[config.mk]
export PLATFORM = sky130hd
export DESIGN_NAME = meter_frame_parser
export DESIGN_NICKNAME = d
export VERILOG_FILES = /design/src/rtl/mfp_pkg.sv /design/src/rtl/mfp_payload_ram.sv /design/src/rtl/mfp_parser.sv /design/src/rtl/meter_frame_parser.sv
export SDC_FILE = /design/constraint.sdc
export NUM_CORES = 2
export LEC_CHECK = 0
export BUFFER_PORTS_ARGS = -buffer_cell sky130_fd_sc_hd__buf_2
export CAP_MARGIN = 20
export CORE_MARGIN = 2
export CORE_UTILIZATION = 30
export DETAILED_ROUTE_END_ITERATION = 8
export PLACE_DENSITY = 0.5
export SYNTH_ARGS = -nofsm -noshare
export SYNTH_HDL_FRONTEND = slang
export SYNTH_SLANG_ARGS = --single-unit
[constraint.sdc]
create_clock -name clk -period 4.4 [get_ports clk]
set_input_delay 0.88 -clock clk [delete_from_list [all_inputs] [get_ports clk]]
set_output_delay 0.88 -clock clk [all_outputs]
set_load 0.005 [all_outputs]
[src/rtl/mfp_pkg.sv]
// ----------------------------------------------------------------------------
// mfp_pkg
// Shared types and constants for the meter frame parser.
// ----------------------------------------------------------------------------
package mfp_pkg;

	localparam int ADDRESS_BYTES_DEF = 7;
	localparam int PAYLOAD_DEPTH_DEF = 256;

	localparam logic [7:0] START_BYTE = 8'h68;
	localparam logic [7:0] END_BYTE   = 8'h16;

	typedef enum logic [1:0] {
		ST_BUSY     = 2'd0,
		ST_DONE     = 2'd1,
		ST_SUM_ERR  = 2'd2,
		ST_END_ERR  = 2'd3
	} status_t;

	typedef struct packed {
		logic [7:0]  meter_type;
		logic [55:0] meter_address;
		logic [7:0]  control_code;
		logic [7:0]  payload_length;
	} header_t;

	typedef struct packed {
		logic       en;
		logic [7:0] index;
		logic [7:0] data;
	} wr_req_t;

endpackage

[src/rtl/mfp_payload_ram.sv]
// ----------------------------------------------------------------------------
// mfp_payload_ram
// Payload byte store: one write port, one read port, registered read data.
// ----------------------------------------------------------------------------
module mfp_payload_ram #(
	parameter int PAYLOAD_DEPTH = mfp_pkg::PAYLOAD_DEPTH_DEF
) (
	input  logic            clk,
	input  mfp_pkg::wr_req_t wr,
	input  logic            rd_en,
	input  logic [7:0]      rd_index,
	output logic [7:0]      rd_data
);

	localparam int AW = (PAYLOAD_DEPTH > 1) ? $clog2(PAYLOAD_DEPTH) : 1;

	logic [7:0] mem [PAYLOAD_DEPTH];

	always_ff @(posedge clk) begin
		if (wr.en) begin
			mem[wr.index[AW-1:0]] <= wr.data;
		end
	end

	always_ff @(posedge clk) begin
		if (rd_en) begin
			rd_data <= mem[rd_index[AW-1:0]];
		end
	end

endmodule

[src/rtl/mfp_parser.sv]
// ----------------------------------------------------------------------------
// mfp_parser
// Frame state machine: header registers, running checksum, byte counter and
// payload write requests. Presents the header as it stands after this byte.
// ----------------------------------------------------------------------------
module mfp_parser #(
	parameter int ADDRESS_BYTES = mfp_pkg::ADDRESS_BYTES_DEF,
	parameter int PAYLOAD_DEPTH = mfp_pkg::PAYLOAD_DEPTH_DEF
) (
	input  logic              clk,
	input  logic              arst_n,
	input  logic              step,
	input  logic [7:0]        rx_byte,
	output mfp_pkg::status_t  status,
	output mfp_pkg::header_t  hdr_next,
	output mfp_pkg::wr_req_t  wr
);

	typedef enum logic [2:0] {
		PH_HUNT, PH_TYPE, PH_ADDR, PH_CTRL, PH_LEN, PH_DATA, PH_SUM, PH_END
	} phase_t;

	phase_t           phase_q, phase_d;
	logic [7:0]       cnt_q, cnt_d;
	logic [7:0]       sum_q, sum_d;
	mfp_pkg::header_t hdr_q;
	logic [7:0]       cnt_inc;

	assign cnt_inc = cnt_q + 8'd1;

	always_comb begin
		phase_d  = phase_q;
		cnt_d    = cnt_q;
		sum_d    = sum_q;
		hdr_next = hdr_q;
		status   = mfp_pkg::ST_BUSY;
		wr.en    = 1'b0;
		wr.index = cnt_q;
		wr.data  = rx_byte;
		if (step) begin
			unique case (phase_q)
				PH_HUNT: begin
					if (rx_byte == mfp_pkg::START_BYTE) begin
						sum_d   = mfp_pkg::START_BYTE;
						phase_d = PH_TYPE;
					end
				end
				PH_TYPE: begin
					hdr_next.meter_type    = rx_byte;
					hdr_next.meter_address = '0;
					sum_d   = sum_q + rx_byte;
					cnt_d   = '0;
					phase_d = PH_ADDR;
				end
				PH_ADDR: begin
					hdr_next.meter_address = hdr_q.meter_address
						| (56'(rx_byte) << {cnt_q[2:0], 3'b000});
					sum_d = sum_q + rx_byte;
					cnt_d = cnt_inc;
					if (cnt_inc >= 8'(ADDRESS_BYTES)) begin
						cnt_d   = '0;
						phase_d = PH_CTRL;
					end
				end
				PH_CTRL: begin
					hdr_next.control_code = rx_byte;
					sum_d   = sum_q + rx_byte;
					phase_d = PH_LEN;
				end
				PH_LEN: begin
					hdr_next.payload_length = rx_byte;
					sum_d   = sum_q + rx_byte;
					cnt_d   = '0;
					phase_d = (rx_byte == 8'd0) ? PH_SUM : PH_DATA;
				end
				PH_DATA: begin
					wr.en = ({1'b0, cnt_q} < 9'(PAYLOAD_DEPTH));
					sum_d = sum_q + rx_byte;
					cnt_d = cnt_inc;
					if (cnt_inc >= hdr_q.payload_length) begin
						cnt_d   = '0;
						phase_d = PH_SUM;
					end
				end
				PH_SUM: begin
					if (sum_q == rx_byte) begin
						phase_d = PH_END;
					end else begin
						phase_d = PH_HUNT;
						status  = mfp_pkg::ST_SUM_ERR;
					end
				end
				PH_END: begin
					phase_d = PH_HUNT;
					status  = (rx_byte == mfp_pkg::END_BYTE) ? mfp_pkg::ST_DONE
						: mfp_pkg::ST_END_ERR;
				end
				default: phase_d = PH_HUNT;
			endcase
		end
	end

	always_ff @(posedge clk or negedge arst_n) begin
		if (!arst_n) begin
			phase_q <= PH_HUNT;
			cnt_q   <= '0;
			sum_q   <= mfp_pkg::START_BYTE;
			hdr_q   <= '0;
		end else begin
			phase_q <= phase_d;
			cnt_q   <= cnt_d;
			sum_q   <= sum_d;
			hdr_q   <= hdr_next;
		end
	end

endmodule

[src/rtl/meter_frame_parser.sv]
// ----------------------------------------------------------------------------
// meter_frame_parser
// Parses received bytes into meter frames and answers payload read requests.
// ----------------------------------------------------------------------------
// Channel  Dir  Fields (lowest bit up)
// s_*      in   tdata: rx_byte[7:0], read_index[15:8]; tuser: kind
// m_*      out  tdata: status[1:0], meter_type[9:2], meter_address[65:10],
//               control_code[73:66], payload_length[81:74], read_data[89:82]
//
// One request per cycle sustained while the output is not stalled; each result
// is registered first in stage 1 (parser update and payload RAM read), then in
// the output register. Reset clears the parser and both stage valids; the
// payload RAM is not cleared. A stalled output holds both stages and drops
// s_tready only when both are full.
// ----------------------------------------------------------------------------
module meter_frame_parser #(
	parameter int ADDRESS_BYTES = mfp_pkg::ADDRESS_BYTES_DEF,
	parameter int PAYLOAD_DEPTH = mfp_pkg::PAYLOAD_DEPTH_DEF
) (
	input  logic        clk,
	input  logic        arst_n,
	input  logic        s_tvalid,
	output logic        s_tready,
	input  logic [15:0] s_tdata,   // rx_byte, read_index
	input  logic        s_tuser,   // kind
	output logic        m_tvalid,
	input  logic        m_tready,
	output logic [95:0] m_tdata    // status, meter_type, meter_address,
	                               // control_code, payload_length, read_data
);

	logic             accept, step, rd_req, advance;
	mfp_pkg::status_t status;
	mfp_pkg::header_t hdr_next;
	mfp_pkg::wr_req_t wr;
	logic [7:0]       ram_rdata;

	logic             valid_s1;
	mfp_pkg::status_t status_s1;
	mfp_pkg::header_t hdr_s1;
	logic             rd_ok_s1;
	logic [7:0]       rdata_out;

	assign advance  = !m_tvalid || m_tready;
	assign s_tready = !valid_s1 || advance;
	assign accept   = s_tvalid && s_tready;
	assign step     = accept && !s_tuser;
	assign rd_req   = accept && s_tuser;

	mfp_parser #(
		.ADDRESS_BYTES(ADDRESS_BYTES),
		.PAYLOAD_DEPTH(PAYLOAD_DEPTH)
	) u_parser (
		.clk      (clk),
		.arst_n   (arst_n),
		.step     (step),
		.rx_byte  (s_tdata[7:0]),
		.status   (status),
		.hdr_next (hdr_next),
		.wr       (wr)
	);

	mfp_payload_ram #(
		.PAYLOAD_DEPTH(PAYLOAD_DEPTH)
	) u_ram (
		.clk      (clk),
		.wr       (wr),
		.rd_en    (rd_req),
		.rd_index (s_tdata[15:8]),
		.rd_data  (ram_rdata)
	);

	always_ff @(posedge clk or negedge arst_n) begin
		if (!arst_n) begin
			valid_s1 <= 1'b0;
		end else if (accept) begin
			valid_s1 <= 1'b1;
		end else if (advance) begin
			valid_s1 <= 1'b0;
		end
	end

	always_ff @(posedge clk) begin
		if (accept) begin
			status_s1 <= status;
			hdr_s1    <= hdr_next;
			rd_ok_s1  <= s_tuser && ({1'b0, s_tdata[15:8]} < 9'(PAYLOAD_DEPTH));
		end
	end

	// read data only for in-range read requests, zero otherwise
	assign rdata_out = rd_ok_s1 ? ram_rdata : 8'd0;

	always_ff @(posedge clk or negedge arst_n) begin
		if (!arst_n) begin
			m_tvalid <= 1'b0;
		end else if (advance) begin
			m_tvalid <= valid_s1;
		end
	end

	always_ff @(posedge clk) begin
		if (advance && valid_s1) begin
			m_tdata <= {6'd0, rdata_out, hdr_s1.payload_length, hdr_s1.control_code,
				hdr_s1.meter_address, hdr_s1.meter_type, status_s1};
		end
	end

	a_ready_only_when_full: assert property (@(posedge clk) disable iff (!arst_n)
		!s_tready |-> (valid_s1 && m_tvalid && !m_tready))
		else $error("s_tready low while a stage is free");

	a_read_reply_status: assert property (@(posedge clk) disable iff (!arst_n)
		(m_tvalid && m_tdata[89:82] != 8'd0) |-> (m_tdata[1:0] == mfp_pkg::ST_BUSY))
		else $error("read reply carries a frame status");

	a_stage_moves: assert property (@(posedge clk) disable iff (!arst_n)
		(valid_s1 && advance && !accept) |=> (m_tvalid && !valid_s1))
		else $error("stage 1 result lost");

	a_no_write_on_read: assert property (@(posedge clk) disable iff (!arst_n)
		wr.en |-> step)
		else $error("payload write without a parse request");

endmodule
==> results.sh <==
export IMPL_io_buffers=112
export IMPL_crit_arrival_ps=4360
export IMPL_yosys_area_top_type="edfxtp_1"
export IMPL_synth_cell_types=71
export IMPL_synth_area_leaders="edfxtp_1, mux4_2, dfrtp_1"
export IMPL_n_fill_cell=27700
export IMPL_ys_seq_area_share_pct=77.69
export IMPL_period_needed_ps=3578
export IMPL_cts_buffers=236
export IMPL_grt_pass1_wl_um=354400
export IMPL_power_mw=47.83
export IMPL_crit_chain="nand3_1, nor2_1, xor2_1, ha_1, a21oi_1, o31ai_1, maj3_2, a211oi_2, o21ai_0, a31oi_1"
export IMPL_cts_root_buf="clkbuf_16"
export IMPL_cp_required_ps=5180
export IMPL_drcViolationCount=0
export IMPL_htree_levels=4
export IMPL_fp_dieW_um=549.9
export IMPL_fin_cells=9021
export IMPL_grt_remaining_overflow=0
export IMPL_rsz0062_at_grt="no"
export IMPL_antenna_found_initial=11
export IMPL_cts_sinks=2330
export IMPL_die_area_mm2=0.3024
export IMPL_drt_iter0_drc=5105
export IMPL_cts_setup_buffers=0
export IMPL_dp_cells=8589
export IMPL_yosys_warnings=0
export IMPL_synth_edf_count=2229
export IMPL_hold_violations=0
export IMPL_worst_setup_path_start_kind="register"
export IMPL_worst_path_buf_inv=0
export IMPL_relSlewSlack_pct=28.87
export IMPL_wl_um=252500
export IMPL_place_congestion=0.8397
export IMPL_cap_violations=0
export IMPL_core_area_mm2=0.2968
export IMPL_grt_pass1_vias=45570
export IMPL_setup_viol=0
export IMPL_postCtsHoldBufs=0
export IMPL_grt_use_total_pct=16.38
export IMPL_clock_fmax_mhz=279.5
export IMPL_row_count=200
export IMPL_worstMarginPinSlew_ps=1067
export IMPL_worstPathMaxFanout=17
export IMPL_area_delta_synth_final_pct=17.56
export IMPL_syn_inst=4299
export IMPL_wl_per_cell_um=27.99
export IMPL_final_antenna_net_count=0
export IMPL_drive_gt1_share_pct=27.67
export IMPL_cts_resized=0
export IMPL_outcome="finished clean"
export IMPL_fin_crit_sh_pct=81.32
export IMPL_clk_pin_slew_ps=60
export IMPL_slew_viol_final=0
export IMPL_vias=45580
export IMPL_synth_seq_cells=2330
export IMPL_die_y_um=549.9
export IMPL_ir_worst_vdd_v=0.0003251
export IMPL_crit_family="compound AO/OA/AOI/OAI gates"
export IMPL_p_leak_nw=34.04
export IMPL_synth_top_area_share_pct=74.86
export IMPL_ys_async_sr_fraction_pct=4.335
export IMPL_powerDensity_mw_per_mm2=455.1
export IMPL_endpoint_kind="register"
export IMPL_crit_path_top_delay_cell="dfrtp_1"
export IMPL_start_util_pct=30.13
export IMPL_viasPerCell=5.052
export IMPL_grt_max_degree=157
export IMPL_synth_ff_type="edfxtp_1"
export IMPL_skew_ps=78.96
export IMPL_cts_tree="yes"
export IMPL_boundaryPins=119
export IMPL_slowest_delay_ps=820
export IMPL_nets=4928
export IMPL_syn_area_mm2=0.08941
export IMPL_worstSetupPathType="reg2reg"
export IMPL_clkLatencyLatePin_ps=940
export IMPL_cts_max_path_buffers=4
export IMPL_hp_class="in2async"
export IMPL_drtPass1Iterations=6
export IMPL_place_hpwl_um=163900
export IMPL_syn_mean_instance_area_um2=20.80
## power breakdown
| part | total (mW) | switching [mW] | internal, mW |
|---|---|---|---|
| combinational | 3.01 | 1.88 | 1.13 |
| sequential | 25.2 | 0.248 | 24.9 |
| clock | 19.7 | 8.37 | 11.3 |
## per-layer routing
metal	global-route usage, %	part of all wire, %
met5	0	0.011
met2	26.26	48
met4	4.053	2.1
met1	23.40	44
met3	2.396	6.0
## path summary, 6_finish.rpt
kind | from | endpoint | slack, ps | cells past startpoint
max in group asynchronous | arst_n | u_parser.hdr_q[17] | 3320 | 2
min | arst_n | u_parser.hdr_q[60] | 70 | 1
max reg2reg | u_parser.cnt_q[2] | u_parser.cnt_q[5] | 820 | 10
min reg2reg | hdr_s1[24] | m_tdata[18] | 420 | 0
min in group clk | s_tuser | rd_ok_s1 | 170 | 1
max | u_parser.cnt_q[2] | u_parser.cnt_q[5] | 820 | 10
## cells in the mapped netlist, types with 40 or more instances
cell type and n:
nor2_1 314, mux4_1 40, dfrtp_1 98, a22o_1 54, o22ai_1 64, a22oi_1 125, buf_2 47, mux4_2 430
edfxtp_1 2229, clkbuf_1 108, nand2_1 113, mux2i_1 98, a21oi_1 90
## per-stage QoR
stage                     cell area, µm²  setup TNS, ps  util, %  hold WS [ps]  setup WS [ps]
after floorplan                    89430              0        -         400.3          611.7
after global placement             97600         -604.9    32.89         403.8         -507.1
after detailed placement           97620              0    32.89         404.5          330.5
after CTS                         105100              0    35.41         65.20          862.8
after global routing              105100              0    35.41         95.99          633.1
final                             105100              0    35.42         72.33          822.1
## kinds of logic after synthesis
group	share of synthesized area [%]
other cells	0.004194
mux	13.39
buf+inv	1.874
fa+ha+maj	0.2869
compound gates	3.541
simple gates	3.079
xor+xnor	0.1273
flops	77.69
## area by class of cell
| cell class | instances | area [µm²] | area share [%] |
|---|---|---|---|
| tap | 3939 | 4928 | 4.689 |
| sequential | 2330 | 69470 | 66.09 |
| inverter | 15 | 60.06 | 0.05714 |
| antenna | 5 | 12.51 | 0.01190 |
| clock buffer | 297 | 6257 | 5.953 |
| multi-input combinational | 1708 | 18380 | 17.48 |
| timing repair buffer | 597 | 4792 | 4.559 |
| clock inverter | 130 | 1216 | 1.157 |
## registers in the layout (all words and copies together), names as in the netlist
signal            count
hdr_s1               80
m_tdata              90
m_tvalid              1
rd_ok_s1              1
status_s1             2
u_parser.cnt_q        8
u_parser.hdr_q       80
u_parser.phase_q      3
u_parser.sum_q        8
u_ram.mem          2048
u_ram.rd_data         8
valid_s1              1
## layout by cell type, fill, tap and decap left out, drive strengths merged, types with 6 or more instances in the layout
master,n
nand3,37
a221oi,14
o21ai,26
nor2b,26
nor3,37
mux4,470
bufinv,22
o22ai,64
buf,597
mux2,23
edfxtp,2229
and2,19
clkinv,94
inv,18
nand2,113
a31oi,16
nand2b,19
dfrtp,98
nor2,314
mux2i,98
a22oi,125
conb,6
xnor2,6
ha,18
a21oi,90
nor4,23
o211ai,14
clkbuf,297
a22o,54
xor2,7
a211oi,24
clkinvlp,11
or3,8
Power figures use the tool's default switching activity.
